==> src/rtl/ccc_pkg.sv <==
package ccc_pkg;

  typedef struct packed {
    logic        mode;
    logic [5:0]  load_second;
    logic [5:0]  load_minute;
    logic [4:0]  load_hour;
    logic [4:0]  load_day;
    logic [3:0]  load_month;
    logic [13:0] load_year;
    logic [2:0]  load_weekday;
  } ccc_in_t;

  typedef struct packed {
    logic [5:0]  second_now;
    logic [5:0]  minute_now;
    logic [4:0]  hour_now;
    logic [4:0]  day_now;
    logic [3:0]  month_now;
    logic [13:0] year_now;
    logic [2:0]  weekday_now;
    logic        leap_now;
    logic        day_rolled;
  } ccc_out_t;

  localparam logic MODE_TICK = 1'b0;
  localparam logic MODE_LOAD = 1'b1;

  localparam logic [5:0]  SEC_LAST   = 6'd59;
  localparam logic [5:0]  MIN_LAST   = 6'd59;
  localparam logic [4:0]  HOUR_LAST  = 5'd23;
  localparam logic [3:0]  MONTH_LAST = 4'd12;
  localparam logic [13:0] YEAR_LAST  = 14'd9999;
  localparam logic [2:0]  WDAY_LAST  = 3'd6;

  localparam logic [4:0]  DAY_FIRST   = 5'd1;
  localparam logic [3:0]  MONTH_FIRST = 4'd1;
  localparam logic [13:0] YEAR_RST    = 14'd2000;
  localparam logic [2:0]  WDAY_RST    = 3'd6;
  localparam logic        LEAP_RST    = 1'b1;

  localparam logic [3:0] MON_FEB = 4'd2;
  localparam logic [3:0] MON_APR = 4'd4;
  localparam logic [3:0] MON_JUN = 4'd6;
  localparam logic [3:0] MON_SEP = 4'd9;
  localparam logic [3:0] MON_NOV = 4'd11;

  localparam logic [4:0] DAYS_28 = 5'd28;
  localparam logic [4:0] DAYS_29 = 5'd29;
  localparam logic [4:0] DAYS_30 = 5'd30;
  localparam logic [4:0] DAYS_31 = 5'd31;

  // y divisible by 25 iff (y * 25^-1 mod 2^14) <= floor((2^14-1)/25)
  localparam logic [13:0] MOD25_INV = 14'd7209;
  localparam logic [13:0] MOD25_LIM = 14'd655;

  function automatic logic [4:0] month_len(logic [3:0] m, logic leap);
    logic [4:0] len;
    case (m) inside
      MON_FEB:                            len = leap ? DAYS_29 : DAYS_28;
      MON_APR, MON_JUN, MON_SEP, MON_NOV: len = DAYS_30;
      default:                            len = DAYS_31;
    endcase
    return len;
  endfunction

  function automatic logic is_leap(logic [13:0] y);
    logic [13:0] p;
    logic        div25;
    p     = y * MOD25_INV;
    div25 = (p <= MOD25_LIM);
    return (y[1:0] == 2'd0) && (!div25 || (y[3:0] == 4'd0));
  endfunction

endpackage

==> src/rtl/ccc_in_if.sv <==
interface ccc_in_if;
  logic             valid;
  logic             ready;
  ccc_pkg::ccc_in_t data;

  modport source (output valid, output data, input ready);
  modport sink   (input valid, input data, output ready);
endinterface

==> src/rtl/ccc_out_if.sv <==
interface ccc_out_if;
  logic              valid;
  logic              ready;
  ccc_pkg::ccc_out_t data;

  modport source (output valid, output data, input ready);
  modport sink   (input valid, input data, output ready);
endinterface

==> src/rtl/clock_calendar_counter.sv <==
// Time-of-day and Gregorian calendar counter.
// in_ch: one word per tick or load. mode 0 advances one second, carrying
//   into minutes, hours, day, month and year (year wraps 9999 -> 0); the
//   weekday advances on every new day. mode 1 loads all fields as given.
// out_ch: one word per input word, the full time and date after it, the
//   leap flag of the current year and a flag set when a tick crossed
//   midnight.
// Each result is registered in the output word, or in the skid word.
// Throughput: one word per cycle while the skid word is empty; the
//   update is one compare/increment pass plus a 14-bit leap multiply.
// Stall: an output register and a one-word skid register follow the
//   counter, so an input word is still taken while a result waits; in_ch
//   ready drops only when both hold words.
// Reset (rst_n, synchronous): 00:00:00, day 1, month 1, year 2000,
//   Saturday (weekday 6), leap flag set; both output words empty.
module clock_calendar_counter (
  input logic     clk,
  input logic     rst_n,
  ccc_in_if.sink    in_ch,
  ccc_out_if.source out_ch
);
  import ccc_pkg::*;

  logic [5:0]  sec_r, sec_nxt;
  logic [5:0]  min_r, min_nxt;
  logic [4:0]  hour_r, hour_nxt;
  logic [4:0]  day_r, day_nxt;
  logic [3:0]  month_r, month_nxt;
  logic [13:0] year_r, year_nxt;
  logic [2:0]  wday_r, wday_nxt;
  logic        leap_r, leap_nxt;
  logic        rolled;

  logic        accept;
  ccc_in_t     in_w;
  ccc_out_t    res_w;

  logic        out_valid_r, out_valid_nxt;
  logic        skid_valid_r, skid_valid_nxt;
  ccc_out_t    out_word_r, out_word_nxt;
  ccc_out_t    skid_word_r, skid_word_nxt;

  assign in_w         = in_ch.data;
  assign in_ch.ready  = !skid_valid_r;
  assign accept       = in_ch.valid && !skid_valid_r;
  assign out_ch.valid = out_valid_r;
  assign out_ch.data  = out_word_r;

  // calendar update
  always_comb begin
    sec_nxt   = sec_r;
    min_nxt   = min_r;
    hour_nxt  = hour_r;
    day_nxt   = day_r;
    month_nxt = month_r;
    year_nxt  = year_r;
    wday_nxt  = wday_r;
    rolled    = 1'b0;
    if (accept) begin
      if (in_w.mode == MODE_LOAD) begin
        sec_nxt   = in_w.load_second;
        min_nxt   = in_w.load_minute;
        hour_nxt  = in_w.load_hour;
        day_nxt   = in_w.load_day;
        month_nxt = in_w.load_month;
        year_nxt  = in_w.load_year;
        wday_nxt  = in_w.load_weekday;
      end else if (sec_r < SEC_LAST) begin
        sec_nxt = sec_r + 6'd1;
      end else begin
        sec_nxt = '0;
        if (min_r < MIN_LAST) begin
          min_nxt = min_r + 6'd1;
        end else begin
          min_nxt = '0;
          if (hour_r < HOUR_LAST) begin
            hour_nxt = hour_r + 5'd1;
          end else begin
            hour_nxt = '0;
            rolled   = 1'b1;
            wday_nxt = (wday_r >= WDAY_LAST) ? 3'd0 : wday_r + 3'd1;
            if (day_r < month_len(month_r, leap_r)) begin
              day_nxt = day_r + 5'd1;
            end else begin
              day_nxt = DAY_FIRST;
              if (month_r < MONTH_LAST) begin
                month_nxt = month_r + 4'd1;
              end else begin
                month_nxt = MONTH_FIRST;
                year_nxt  = (year_r >= YEAR_LAST) ? 14'd0 : year_r + 14'd1;
              end
            end
          end
        end
      end
    end
    leap_nxt = is_leap(year_nxt);
  end

  always_comb begin
    res_w.second_now  = sec_nxt;
    res_w.minute_now  = min_nxt;
    res_w.hour_now    = hour_nxt;
    res_w.day_now     = day_nxt;
    res_w.month_now   = month_nxt;
    res_w.year_now    = year_nxt;
    res_w.weekday_now = wday_nxt;
    res_w.leap_now    = leap_nxt;
    res_w.day_rolled  = rolled;
  end

  // output register plus skid word
  always_comb begin
    out_valid_nxt  = out_valid_r;
    skid_valid_nxt = skid_valid_r;
    out_word_nxt   = out_word_r;
    skid_word_nxt  = skid_word_r;
    if (accept) begin
      out_valid_nxt = 1'b1;
      if (!out_valid_r || out_ch.ready) begin
        out_word_nxt = res_w;
      end else begin
        skid_word_nxt  = res_w;
        skid_valid_nxt = 1'b1;
      end
    end else if (out_valid_r && out_ch.ready) begin
      if (skid_valid_r) begin
        out_word_nxt   = skid_word_r;
        skid_valid_nxt = 1'b0;
      end else begin
        out_valid_nxt = 1'b0;
      end
    end
  end

  always_ff @(posedge clk) begin
    if (!rst_n) begin
      sec_r        <= '0;
      min_r        <= '0;
      hour_r       <= '0;
      day_r        <= DAY_FIRST;
      month_r      <= MONTH_FIRST;
      year_r       <= YEAR_RST;
      wday_r       <= WDAY_RST;
      leap_r       <= LEAP_RST;
      out_valid_r  <= 1'b0;
      skid_valid_r <= 1'b0;
    end else begin
      sec_r        <= sec_nxt;
      min_r        <= min_nxt;
      hour_r       <= hour_nxt;
      day_r        <= day_nxt;
      month_r      <= month_nxt;
      year_r       <= year_nxt;
      wday_r       <= wday_nxt;
      leap_r       <= leap_nxt;
      out_valid_r  <= out_valid_nxt;
      skid_valid_r <= skid_valid_nxt;
    end
  end

  always_ff @(posedge clk) begin
    out_word_r  <= out_word_nxt;
    skid_word_r <= skid_word_nxt;
  end

  a_skid_implies_out: assert property (@(posedge clk) disable iff (!rst_n)
    skid_valid_r |-> out_valid_r)
    else $error("skid word held with empty output register");

  a_rollover_clears_time: assert property (@(posedge clk) disable iff (!rst_n)
    (accept && rolled) |=> (sec_r == 6'd0 && min_r == 6'd0 && hour_r == 5'd0))
    else $error("midnight rollover left time nonzero");

  a_load_year: assert property (@(posedge clk) disable iff (!rst_n)
    (accept && in_w.mode == MODE_LOAD) |=> (year_r == $past(in_w.load_year)))
    else $error("load did not store year");

  a_result_matches_state: assert property (@(posedge clk) disable iff (!rst_n)
    (accept && (!out_valid_r || out_ch.ready)) |=>
      (out_word_r.year_now == year_r && out_word_r.second_now == sec_r))
    else $error("result word differs from calendar state");

endmodule

==> src/flat_wrapper.sv <==
// flat-port wrapper written by rule: the top's interface ports become plain ports
module clock_calendar_counter_flat import ccc_pkg::*;
  (clk, rst_n, in_ch_valid, in_ch_data, in_ch_ready, out_ch_valid, out_ch_data, out_ch_ready);
  ccc_in_if in_ch_i ();
  ccc_out_if out_ch_i ();
  input logic clk;
  input logic rst_n;
  input wire logic [$bits(in_ch_i.valid)-1:0] in_ch_valid;
  input wire logic [$bits(in_ch_i.data)-1:0] in_ch_data;
  output wire logic [$bits(in_ch_i.ready)-1:0] in_ch_ready;
  output wire logic [$bits(out_ch_i.valid)-1:0] out_ch_valid;
  output wire logic [$bits(out_ch_i.data)-1:0] out_ch_data;
  input wire logic [$bits(out_ch_i.ready)-1:0] out_ch_ready;
  assign in_ch_i.valid = in_ch_valid;
  assign in_ch_i.data = in_ch_data;
  assign in_ch_ready = in_ch_i.ready;
  assign out_ch_valid = out_ch_i.valid;
  assign out_ch_data = out_ch_i.data;
  assign out_ch_i.ready = out_ch_ready;
  clock_calendar_counter u_core (.clk(clk), .rst_n(rst_n), .in_ch(in_ch_i), .out_ch(out_ch_i));
endmodule
==> config.mk <==
export PLATFORM = sky130hd
export DESIGN_NAME = clock_calendar_counter_flat
export DESIGN_NICKNAME = d
export VERILOG_FILES = /design/src/rtl/ccc_pkg.sv /design/src/rtl/ccc_in_if.sv /design/src/rtl/ccc_out_if.sv /design/src/rtl/clock_calendar_counter.sv /design/src/flat_wrapper.sv
export SDC_FILE = /design/constraint.sdc
export NUM_CORES = 1
export LEC_CHECK = 0
export ABC_AREA = 1
export BUFFER_PORTS_ARGS = -buffer_cell sky130_fd_sc_hd__buf_2
export CAP_MARGIN = 30
export CORE_UTILIZATION = 53
export CTS_CLUSTER_DIAMETER = 100
export DETAILED_ROUTE_END_ITERATION = 8
export GPL_ROUTABILITY_DRIVEN = 0
export PLACE_DENSITY = 0.75
export SYNTH_ARGS = -nofsm -noshare
export SYNTH_HDL_FRONTEND = slang
export SYNTH_SLANG_ARGS = --single-unit
==> constraint.sdc <==
create_clock -name clk -period 6.8 [get_ports clk]
set_input_delay 1.36 -clock clk [delete_from_list [all_inputs] [get_ports clk]]
set_output_delay 1.36 -clock clk [all_outputs]
set_load 0.03 [all_outputs]
-- Yosys cells after proc, flatten, opt, wreduce, memory -nomap -nowiden
Cells that the tools add are included.
- $add $sub $neg: 7
- multipliers: 1
- $lt $le $gt $ge: 8
- eq/ne operators: 8
- muxes and demuxes: 61
- bitwise operators: 1
- reductions and logical operators: 17
- operators by type and width (operator ; count):
    $mux 45 ; 4
    $mux 14 ; 8
    $mux 5 ; 17
    $mux 6 ; 7
    $mux 4 ; 7
    $mux 3 ; 6
    $add 14x1->14 const B ; 1
    $ge 14x14->1 const B ; 1
    $le 14x10->1 const B ; 1
    $mul 14x13->14 const B ; 1
    $add 6x1->6 const B ; 2
    $lt 6x6->1 const B ; 2
    $mux 1 ; 12
    $add 5x1->5 const B ; 2
    $eq 4x3->1 const B ; 2
    $eq 4x4->1 const B ; 2
    $reduce_and 2->1 ; 3
    $lt 5x5->1 ; 1
    $lt 5x5->1 const B ; 1
    $add 4x1->4 const B ; 1
    $eq 4x2->1 const B ; 1
    $logic_not 4->1 ; 1
    $lt 4x4->1 const B ; 1
    $ne 2x2->1 const B ; 2
    11 further kinds ; 17
- register bits after elaboration: 136
- input port bits: 48
- output and inout port bits: 47
- word-level logic and storage cells: 131

-- Depth between registers and ports, before layout
Gate-level depths: netlist of the first run.
- word-level depth: 23
- depth in mapped cells: 45
- mapped depth without buffers: 45

-- Least setup slack after synthesis of the first run
OpenSTA, ideal clock, no wires.
- path type: in2reg
- start point: in in_ch_valid
- end point: reg u_core.out_word_r (netlist bit u_core.out_ch.data[1]) (data pin)
- library setup time: 0.254 ns
- data arrival time: 6.413 ns
- data required time: 6.546 ns
- setup slack: 0.134 ns
- cell stages on the path: 31
- buffers on the path: 2
- cells stage by stage: inv_1 nor2_2 clkbuf_1 clkbuf_1 o21ai_0 fa_1 inv_1 ha_1 ha_1 inv_1 fa_1 fa_1 inv_1 ha_1 a21oi_1 o21a_1 nand2_1 xor2_1 or2_2 nand2_1 inv_1 nand3_2 nand3_1 nand2_1 nand2_1 nand2_1 nand2_1 nor2_1 nand3_1 nand3_1 nand2_1
- RTL lines (item ; line ; RTL):
    start, declared ; flat_wrapper.sv:8 ; input wire logic [$bits(in_ch_i.valid)-1:0] in_ch_valid;
    end signal, assigned ; clock_calendar_counter.sv:163 ; out_word_r <= out_word_nxt;
    end, declared ; clock_calendar_counter.sv:40 ; ccc_out_t out_word_r, out_word_nxt;

-- Final worst setup path of the first run
- start point: reg u_core.month_r[0]
- end point: reg u_core.skid_word_r[1] (netlist bit) (data pin)
- word-level cells in the longest chain between the ends: 21
- elaborated cells on any way between the ends: 29
- those cells by class: 1 x mul; 3 x order compare; 5 x eq/ne; 14 x mux; 6 x reduce/logical
- ends and longest elaborated chain (item ; line ; RTL):
    start, declared ; clock_calendar_counter.sv:28 ; logic [3:0] month_r, month_nxt;
    start signal, assigned ; clock_calendar_counter.sv:153 ; month_r <= month_nxt;
    $eq 4x4->1 or $eq 4x3->1 (tied branches) ; clock_calendar_counter.sv:82 ; if (day_r < month_len(month_r, leap_r)) begin
    $reduce_or 4->1 ; ccc_pkg.sv:59 ; case (m) inside
    $mux 1 ; ccc_pkg.sv:59 ;
    $mux 5 ; ccc_pkg.sv:59 ;
    $mux 5 ; clock_calendar_counter.sv:76 ; if (hour_r < HOUR_LAST) begin
    $mux 5 ; clock_calendar_counter.sv:72 ; if (min_r < MIN_LAST) begin
    $mux 5 ; clock_calendar_counter.sv:68 ; end else if (sec_r < SEC_LAST) begin
    $mux 5 ; clock_calendar_counter.sv:60 ; if (in_w.mode == MODE_LOAD) begin
    [6 not listed] ; - ;
    $mux 14 (*) ; clock_calendar_counter.sv:60 ;
    $mux 14 (*) ; clock_calendar_counter.sv:59 ; if (accept) begin
    $mul 14x13->14 ; ccc_pkg.sv:70 ; p = y * MOD25_INV;
    $le 14x10->1 ; ccc_pkg.sv:71 ; div25 = (p <= MOD25_LIM);
    $logic_not 1->1 ; ccc_pkg.sv:72 ; return (y[1:0] == 2'd0) && (!div25 || (y[3:0] == 4'd0));
    $logic_or 1x1->1 ; ccc_pkg.sv:72 ;
    $logic_and 1x1->1 (*) ; ccc_pkg.sv:72 ;
    via u_core.leap_nxt ; clock_calendar_counter.sv:31 ; logic leap_r, leap_nxt;
    end signal, assigned ; clock_calendar_counter.sv:164 ; skid_word_r <= skid_word_nxt;
    end, declared ; clock_calendar_counter.sv:41 ; ccc_out_t skid_word_r, skid_word_nxt;
The timed path passes the listed nets; every way through them passes the cells marked *. The select of a mux whose other input is x is not followed.
A chain may end at the register's enable or synchronous reset.

==> results of run 1 <==
[power breakdown]
part           total [uW]  internal (uW)  switching [uW]
logic                 811            312             499
registers             977            947            30.3
clock network         864            509             355
[stage by stage]
step | total power [uW] | instance area (sq um) | hold WS, ns | setup slack (ns)
2_1_floorplan | 1562 | 7812 | 0.4769 | 0.1335
4_1_cts | 2610 | 9135 | 0.4969 | 0.004609
5_1_grt | 2809 | 9298 | 0.5201 | -0.08740
6_report | 2652 | 9298 | 0.4941 | 0.3163
3_3_place_gp | 1725 | 8584 | 0.4900 | 0.2559
3_5_place_dp | 1749 | 8584 | 0.4847 | 0.01011
[critical path: cells and delay by family (launching register included)]
family / cells / cell delay [ns]
AO/OA/AOI/OAI: 4 / 0.59
flip-flops: 1 / 0.37
adder cells (fa/ha/maj): 8 / 2.73
AND/OR/NAND/NOR: 21 / 2.02
XOR/XNOR: 1 / 0.16
buffers and inverters: 6 / 0.33
[worst paths after layout]
path	from	endpoint	slack [ns]	cells past startpoint
worst max-delay path	u_core.month_r[0]$_SDFF_PN1_	u_core.skid_word_r[1]$_DFFE_PP_	0.32	40
worst min-delay path	u_core.out_ch.valid$_SDFFE_PN0P_	u_core.out_ch.valid$_SDFFE_PN0P_	0.49	2
worst max register to register	u_core.month_r[0]$_SDFF_PN1_	u_core.skid_word_r[1]$_DFFE_PP_	0.32	40
worst min register to register	u_core.out_ch.valid$_SDFFE_PN0P_	u_core.out_ch.valid$_SDFFE_PN0P_	0.49	2
[area by class of cell]
type | count | area [sq um]
well taps | 184 | 230.2
inverters | 94 | 352.8
clock inverters | 12 | 103.9
clock buffers | 20 | 446.7
multi-input cells | 639 | 3804
flip-flops and latches | 136 | 3627
fillers | 1224 | 5181
repair buffers | 129 | 733.2
[cell usage in the layout (no fill, tap or decap), drive strengths merged, types with 2 or more instances in the layout]
cell / instances
a211oi: 2
a21oi: 58
a22o: 3
a32o: 2
buf: 129
clkbuf: 20
clkinv: 10
clkinvlp: 2
dfxtp: 46
edfxtp: 90
fa: 11
ha: 48
inv: 93
nand2: 279
nand3: 36
nand3b: 5
nand4: 11
nor2: 75
nor3: 10
o211ai: 6
o21a: 8
o21ai: 42
o221ai: 6
or2: 9
xnor2: 8
xor2: 11
[repair_timing]
item / 4_1_cts / 5_1_grt
endpoints found under the setup margin: 0 / 3
gates resized for setup: 0 / 18
hold endpoints to repair: 0 / 0
buffers inserted: 0 / 13
[sequential cells by signal, summed over array words and instances (netlist names)]
signal / count
u_core.day_r: 5
u_core.hour_r: 5
u_core.leap_r: 1
u_core.min_r: 6
u_core.month_r: 4
u_core.out_ch.data: 45
u_core.out_ch.valid: 1
u_core.sec_r: 6
u_core.skid_valid_r: 1
u_core.skid_word_r: 45
u_core.wday_r: 3
u_core.year_r: 14
[layer usage]
layer,vias up,routed length [microns],GRT usage [%]
li1,3240,-,-
met1,3106,8704,34.61
met2,213,8826,40.96
met3,31,1091,5.535
met4,0,346,10.09
met5,-,0,0
[cell families (layout without fill, tap and decap cells)]
family | count (synthesis) | after routing
buffers and inverters | 120 | 255
adders and majority gates | 59 | 59
AOI/OAI and AO/OA | 135 | 135
and+or+nand+nor | 426 | 426
DFF | 136 | 136
xor gates and xnor gates | 19 | 19
==> results.toml, run 1 <==
[logic_synthesis]
synth_area_leaders = "edfxtp_1 35%, nand2_1 12%, dfxtp_1 12%"
ys.flop_type = "edfxtp_1"
synth_top_family_by_area = "simple AND/OR/NAND/NOR gates"
synth-async-reset-ratio_pct = 0
syn-instance-count = 895
synth_fp_nets = 1002
synth-compound-area-share_pct = 10.49
post-synth-top-area-cell = "edfxtp_1"
yosysSeqAreaShare_pct = 46.38
syn_area_per_cell_sq_um = 8.729
synth_seq_cells = 136
synth_mux_area_share_pct = 0
synth_top_area_share_pct = 34.59
synth_xor_area_share_pct = 2.130
yosys.area_share.simple_pct = 24.63
yosys.area_share.adder_pct = 10.51
synth-edff-count = 90
syn-cell-area_sq_um = 7812
synthTopCellsByCount = "257 x nand2_1, 90 x edfxtp_1, 89 x inv_1"
synth_cell_types = 47
yosys_warnings = 0
yosysMostFrequentCell = "nand2_1"

[global_routing]
grt_pass1_wl_mm = 29.64
gr-total-overflow = 0
grt_usage_pct = 25.89
antenna_found_initial = 0
grt_max_degree = 50
grt_pass1_vias = 6071

[floorplanning]
core_sq_um = 14480
die_x_microns = 123.4
start_util_pct = 53.96
rows = 44
die_h_microns = 123.4
ios = 95
die_area_sq_um = 15230

[drt]
drc = 0
drt-total-wl_mm = 18.97
dr.pass1.iters = 5
dr.first_iter.drc_count = 551
vias_per_cell = 5.428
vias = 6590
wire_per_inst_microns = 15.63
antenna_left = 0

[flow_run]
cap_viol_max_count = 0

[cts]
clk_pin_slew_worst_paths_ns = 0.06
clock_path_buffers = 2
cts_sinks = 136
htree_num_levels = 4
worstSkewPairLatency_ns = 0.43
cts_buffers = 17
cts_tree = "built"
ctsHoldBuffers = 0
root_buffer = "clkbuf_16"

[power]
p_per_area_nw_per_um2 = 285.3
p_leak_uw = 0.004334
vdd_drop_max_uv = 178.6

[run_status]
outcome = "complete, no violations"

[sta]
fin_crit_sh_pct = 95.35
tightest_slew_ns = 0.6797
setup_violations = 0
slew_violations = 0
max_freq_ghz = 0.1542
finClkSkew_ns = 0.006942
tns_ns = 0
fin_crit_ns = 6.484
hold_viol_final = 0
max_slew_margin_pct = 54.68

[setup_path]
slowest_delay_ns = 0.55
critical_path_required_ns = 6.98
crit_slowest_cell = "fa_1"
startpoint_type = "flip-flop"
timing_worst_setup_path_type = "flip-flop to flip-flop"
critPathMaxFanout = 7
arrival_ns = 6.67
crit_path_end_kind = "flip-flop"
crit_top_cell = "nand2_1"

[cells_and_area]
instances_no_fill = 1214
area_growth_pct = 19.01
drive_above_1_share_pct = 22.23
final_util_pct = 64.22
nNetsFinal = 1124
diodes = 0

[worst_hold_path]
min_path_type = "flip-flop to flip-flop"

[placed_design]
dp_hpwl_mm = 12.94
placed_cells = 1169
place.port_buffers = 94
Note: power is estimated with default switching activity, not from simulation.
==> run 2, diff against run 1 <==
--- a/config.mk
+++ b/config.mk
@@ -7,12 +7,12 @@
 export LEC_CHECK = 0
 export ABC_AREA = 1
 export BUFFER_PORTS_ARGS = -buffer_cell sky130_fd_sc_hd__buf_2
-export CAP_MARGIN = 30
+export CAP_MARGIN = 25
 export CORE_UTILIZATION = 53
 export CTS_CLUSTER_DIAMETER = 100
 export DETAILED_ROUTE_END_ITERATION = 8
 export GPL_ROUTABILITY_DRIVEN = 0
-export PLACE_DENSITY = 0.75
+export PLACE_DENSITY = 0.77
 export SYNTH_ARGS = -nofsm -noshare
 export SYNTH_HDL_FRONTEND = slang
 export SYNTH_SLANG_ARGS = --single-unit
==> results.toml, run 2 (synthesis results as in run 1) <==
[global_routing]
grt_pass1_vias = 5893
grt_usage_pct = 25.24
gr-usage-met1_pct = 33.26
met2_usage_pct = 40.01
busiest_layer = "met2"
grt_max_degree = 64
grt_pass1_wl_mm = 28.88
antenna_found_initial = 0
grtUsageMet3_pct = 6.273
gr-total-overflow = 0

[sta]
max_slew_margin_pct = 55.46
tns_ns = 0
fin_crit_ns = 6.411
tightest_slew_ns = 0.6681
hold_viol_final = 0
rsz0062_at_grt = "false"
finClkSkew_ns = 0.008204
setup_violations = 0
max_freq_ghz = 0.1560
fin_crit_sh_pct = 94.28
slew_violations = 0

[floorplanning]
ios = 95
die_x_microns = 123.4
core_sq_um = 14480
start_util_pct = 53.96
die_h_microns = 123.4
die_area_sq_um = 15230
rows = 44

[setup_path]
r2r_cells = 42
timing_worst_setup_path_type = "flip-flop to flip-flop"
r2r_end = "u_core.skid_word_r[1]$_DFFE_PP_"
startpoint_type = "flip-flop"
crit_path_start = "u_core.month_r[0]$_SDFF_PN1_"
crit_slowest_cell = "fa_1"
crit_path_end_kind = "flip-flop"
slowest_delay_ns = 0.53
rr_startpoint = "u_core.month_r[0]$_SDFF_PN1_"
path_depth = 42
crit_top_cell = "nand2_1"
worst-path-buf-inv = 7
arrival_ns = 6.60
cpLargestDelayFamily = "adder cells"
crit_end = "u_core.skid_word_r[1]$_DFFE_PP_"
rrSetupSlack_ns = 0.39
critical_path_required_ns = 6.99
critPathMaxFanout = 5

[drt]
dr.first_iter.drc_count = 508
wire_per_inst_microns = 15.27
dr.pass1.iters = 6
drt-total-wl_mm = 18.36
antenna_left = 0
vias = 6512
drc = 0
vias_per_cell = 5.418

[cts]
cts_sinks = 136
cts_buffers = 17
root_buffer = "clkbuf_16"
ctsHoldBuffers = 0
clock_path_buffers = 2
worstSkewPairLatency_ns = 0.43
clk_pin_slew_worst_paths_ns = 0.06
htree_num_levels = 4
cts_tree = "built"

[power]
p_comb_share_pct = 29.4
p_clk_share_pct = 33.9
p_leak_uw = 0.004257
swShare_pct = 32.79
internal_power_uw = 1789
p_per_area_nw_per_um2 = 288.7
p_seq_share_pct = 36.7
total_power_uw = 2662
switchingPower_uw = 872.7
vdd_drop_max_uv = 173.9

[run_status]
outcome = "complete, no violations"

[placed_design]
dp_hpwl_mm = 12.89
place.port_buffers = 94

[cells_and_area]
diodes = 0
area_growth_pct = 18.03
final_cell_mix = "255 x nand2_1, 94 x buf_2, 90 x edfxtp_1, 86 x inv_1, 68 x nor2_1"
drive_above_1_share_pct = 21.02
mostFrequentLayoutCell = "nand2_1"
nNetsFinal = 1112

[worst_hold_path]
min_path_type = "flip-flop to flip-flop"
min_from = "u_core.out_ch.valid$_SDFFE_PN0P_"

[flow_run]
cap_viol_max_count = 0
-- run 2: cell types whose count changed in the layout (fill, tap and decap cells not counted), sizes merged --
cell      previous run  this run
buf                129       117
inv                 93        98
clkinv              10         6
clkbuf              20        17
bufinv               1         2
clkinvlp             2         3
-- run 2: tightest hold or removal path, delay by kind of cell (launching register included) --
family | cells | cell delay, ns
AND/OR/NAND/NOR | 1 | 0.07
AO/OA/AOI/OAI | 1 | 0.05
flip-flops | 1 | 0.33
-- run 2: worst min path at each step --
stage                                        to  slack [ns]  cells after the start
4_1_cts        u_core.out_ch.valid$_SDFFE_PN0P_        0.50                      2
2_1_floorplan        u_core.min_r[5]$_SDFF_PN0_        0.48                      2
6_report       u_core.out_ch.valid$_SDFFE_PN0P_        0.50                      2
5_1_grt        u_core.out_ch.data[37]$_DFFE_PP_        0.53                      2
3_3_place_gp   u_core.out_ch.valid$_SDFFE_PN0P_        0.49                      2
3_5_place_dp   u_core.out_ch.valid$_SDFFE_PN0P_        0.49                      2
-- run 2: routing by layer --
metal	routed length, microns	share of wire, %	vias to the layer above
met1	8209	45	3020
met3	1201	6.5	31
li1	-	-	3233
met2	8561	47	228
met5	0	0	-
met4	384	2.1	0
-- run 2: metrics by stage --
step / hold slack, ns / instances / utilization (%) / setup slack, ns / area [sq um]
finish: 0.4994 / 1202 / 63.69 / 0.3887 / 9221
global route: 0.5344 / 1202 / 63.69 / 0.02449 / 9221
CTS: 0.5035 / 1197 / 63.06 / 0.04334 / 9130
detailed placement: 0.4929 / 1165 / 59.08 / 0.03348 / 8554
global placement: 0.4906 / 1165 / 59.08 / 0.2612 / 8554
floorplan: 0.4769 / 895 / - / 0.1335 / 7812
-- run 2: what timing repair did --
action                     CTS  global route
gates resized for setup      0            15
setup endpoints to repair    0             3
buffers inserted             0             5
-- run 2: cell type report --
type                    instances  area [sq um]
fillers                      1197          5258
multi-input cells             639          3792
flip-flops and latches        136          3627
repair buffers                117         643.1
clock buffers                  17         425.4
inverters                      94         352.8
well taps                     184         230.2
clock inverters                15         150.1
-- run 2: power groups by stage --
stage / clock network [uW] / logic [uW] / registers (uW)
CTS: 917 / 754 / 976
detailed placement: 0 / 749 / 992
global placement: 0 / 727 / 991
finish: 903 / 782 / 976
floorplan: 0 / 517 / 1050
global route: 949 / 883 / 982
==> run 3, diff against run 2 <==
==> constraint.sdc (replaced) <==
create_clock -name clk -period 6.8 [get_ports clk]
set_input_delay 0.34 -clock clk [delete_from_list [all_inputs] [get_ports clk]]
set_output_delay 0.34 -clock clk [all_outputs]
set_load 0.03 [all_outputs]
==> results.toml, run 3 (synthesis results as in run 1) <==
[setup_path]
crit_slowest_cell = "fa_1"
critPathMaxFanout = 5
critical_path_required_ns = 6.99
startpoint_type = "flip-flop"
timing_worst_setup_path_type = "flip-flop to flip-flop"
crit_top_cell = "nand2_1"
crit_path_end_kind = "flip-flop"
slowest_delay_ns = 0.51
arrival_ns = 6.64

[run_status]
outcome = "complete, no violations"

[global_routing]
grt_usage_pct = 25.27
grt_pass1_wl_mm = 28.90
antenna_found_initial = 0
grt_max_degree = 53
gr-total-overflow = 0
grt_pass1_vias = 5905

[cells_and_area]
final_area_sq_um = 9283
instances_no_fill = 1198
area_growth_pct = 18.82
diodes = 0
seq_area_sq_um = 3627
final.fill_count = 1176
final_cell_mix = "252 x nand2_1, 94 x buf_2, 90 x edfxtp_1, 83 x inv_1, 68 x nor2_1"
nNetsFinal = 1108
mostFrequentLayoutCell = "nand2_1"
multi_input_area_sq_um = 3836
drive_above_1_share_pct = 21.79

[sta]
setup_violations = 0
hold_viol_final = 0
max_freq_ghz = 0.1550
fin_crit_ns = 6.453
finClkSkew_ns = 0.008991
slew_violations = 0
fin_crit_sh_pct = 94.90
max_slew_margin_pct = 37.29
tightest_slew_ns = 0.9349

[drt]
vias_per_cell = 5.453
drc = 0
vias = 6533
drt-total-wl_mm = 18.70
dr.first_iter.drc_count = 584
dr.pass1.iters = 5
antenna_left = 0
wire_per_inst_microns = 15.61

[worst_hold_path]
min_path_type = "input port to flip-flop"

[cts]
cts_sinks = 136
ctsHoldBuffers = 0
cts_tree = "built"
clock_path_buffers = 2
worstSkewPairLatency_ns = 0.43
htree_num_levels = 4
root_buffer = "clkbuf_16"
clk_pin_slew_worst_paths_ns = 0.06
cts_buffers = 17

[power]
p_per_area_nw_per_um2 = 298.9
vdd_drop_max_uv = 165.5
p_leak_uw = 0.004266

[placed_design]
placed_area_sq_um = 8517
place.port_buffers = 94
placed_cells = 1160
dp_hpwl_mm = 12.79

[floorplanning]
rows = 44
core_sq_um = 14480
die_x_microns = 123.4
die_area_sq_um = 15230
die_h_microns = 123.4
start_util_pct = 53.96
ios = 95

[flow_run]
cap_viol_max_count = 0
[run 3: cell count changes in the layout (fill, tap and decap cells not counted), moves of 3 or more]
cell      delta
a21oi_2      +3
inv_1        -3
buf_4        -5
inv_6        -3
a21oi_1      -3
nand2_1      -3
clkinv_4     +3
clkbuf_8     +3
[run 3: cell type report]
type,count,share of cell area [%]
timing repair buffer,113,6.645
multi-input combinational,639,41.33
sequential,136,39.08
clock inverter,10,1.537
inverter,94,3.828
tap,184,2.480
clock buffer,22,5.109
[run 3: worst paths after layout]
kind / from / to / slack, ns / cells past startpoint
worst max register to register: u_core.month_r[0]$_SDFF_PN1_ / u_core.skid_word_r[1]$_DFFE_PP_ / 0.35 / 43
worst min-delay path: rst_n / u_core.year_r[10]$_SDFF_PN1_ / 0.17 / 2
worst min register to register: u_core.out_ch.valid$_SDFFE_PN0P_ / u_core.out_ch.valid$_SDFFE_PN0P_ / 0.50 / 2
worst max-delay path: u_core.month_r[0]$_SDFF_PN1_ / u_core.skid_word_r[1]$_DFFE_PP_ / 0.35 / 43
[run 3: critical path, delay by kind of cell (launching register included)]
family | cells | cell delay [ns]
flops | 1 | 0.37
compound gates | 3 | 0.49
buf+inv | 8 | 0.45
xor+xnor | 1 | 0.18
fa+ha+maj | 8 | 2.66
simple gates | 23 | 2.04
[run 3: report_power, final]
group	internal, uW	total (uW)	switching, uW
clock	607	964	358
sequential	947	976	29.6
combinational	323	834	510
[run 3: repair_timing]
action,4_1_cts,5_1_grt
pin swaps,0,21
endpoints found under the hold margin,0,0
endpoints found under the setup margin,2,3
cloned,0,0
resized for setup,2,28
setup buffers,0,7
[run 3: metal layers]
layer  wire (microns)  global-route usage [%]
met1             8453                   34.11
met2             8665                   39.04
met3             1114                   5.904
met4              462                   10.24
met5                0                       0
[run 3: metrics by stage]
stage	total power, uW	TNS (ns)	utilization (%)	worst slack [ns]	hold slack (ns)
2_1_floorplan	1562	0	-	0.4785	0.4089
3_3_place_gp	1723	0	58.82	0.1771	0.4830
3_5_place_dp	1747	-0.09412	58.82	-0.05056	0.4925
4_1_cts	2709	0	63.13	0.02047	0.1698
5_1_grt	2922	-0.03763	64.11	-0.02033	0.1754
6_report	2774	0	64.11	0.3471	0.1743
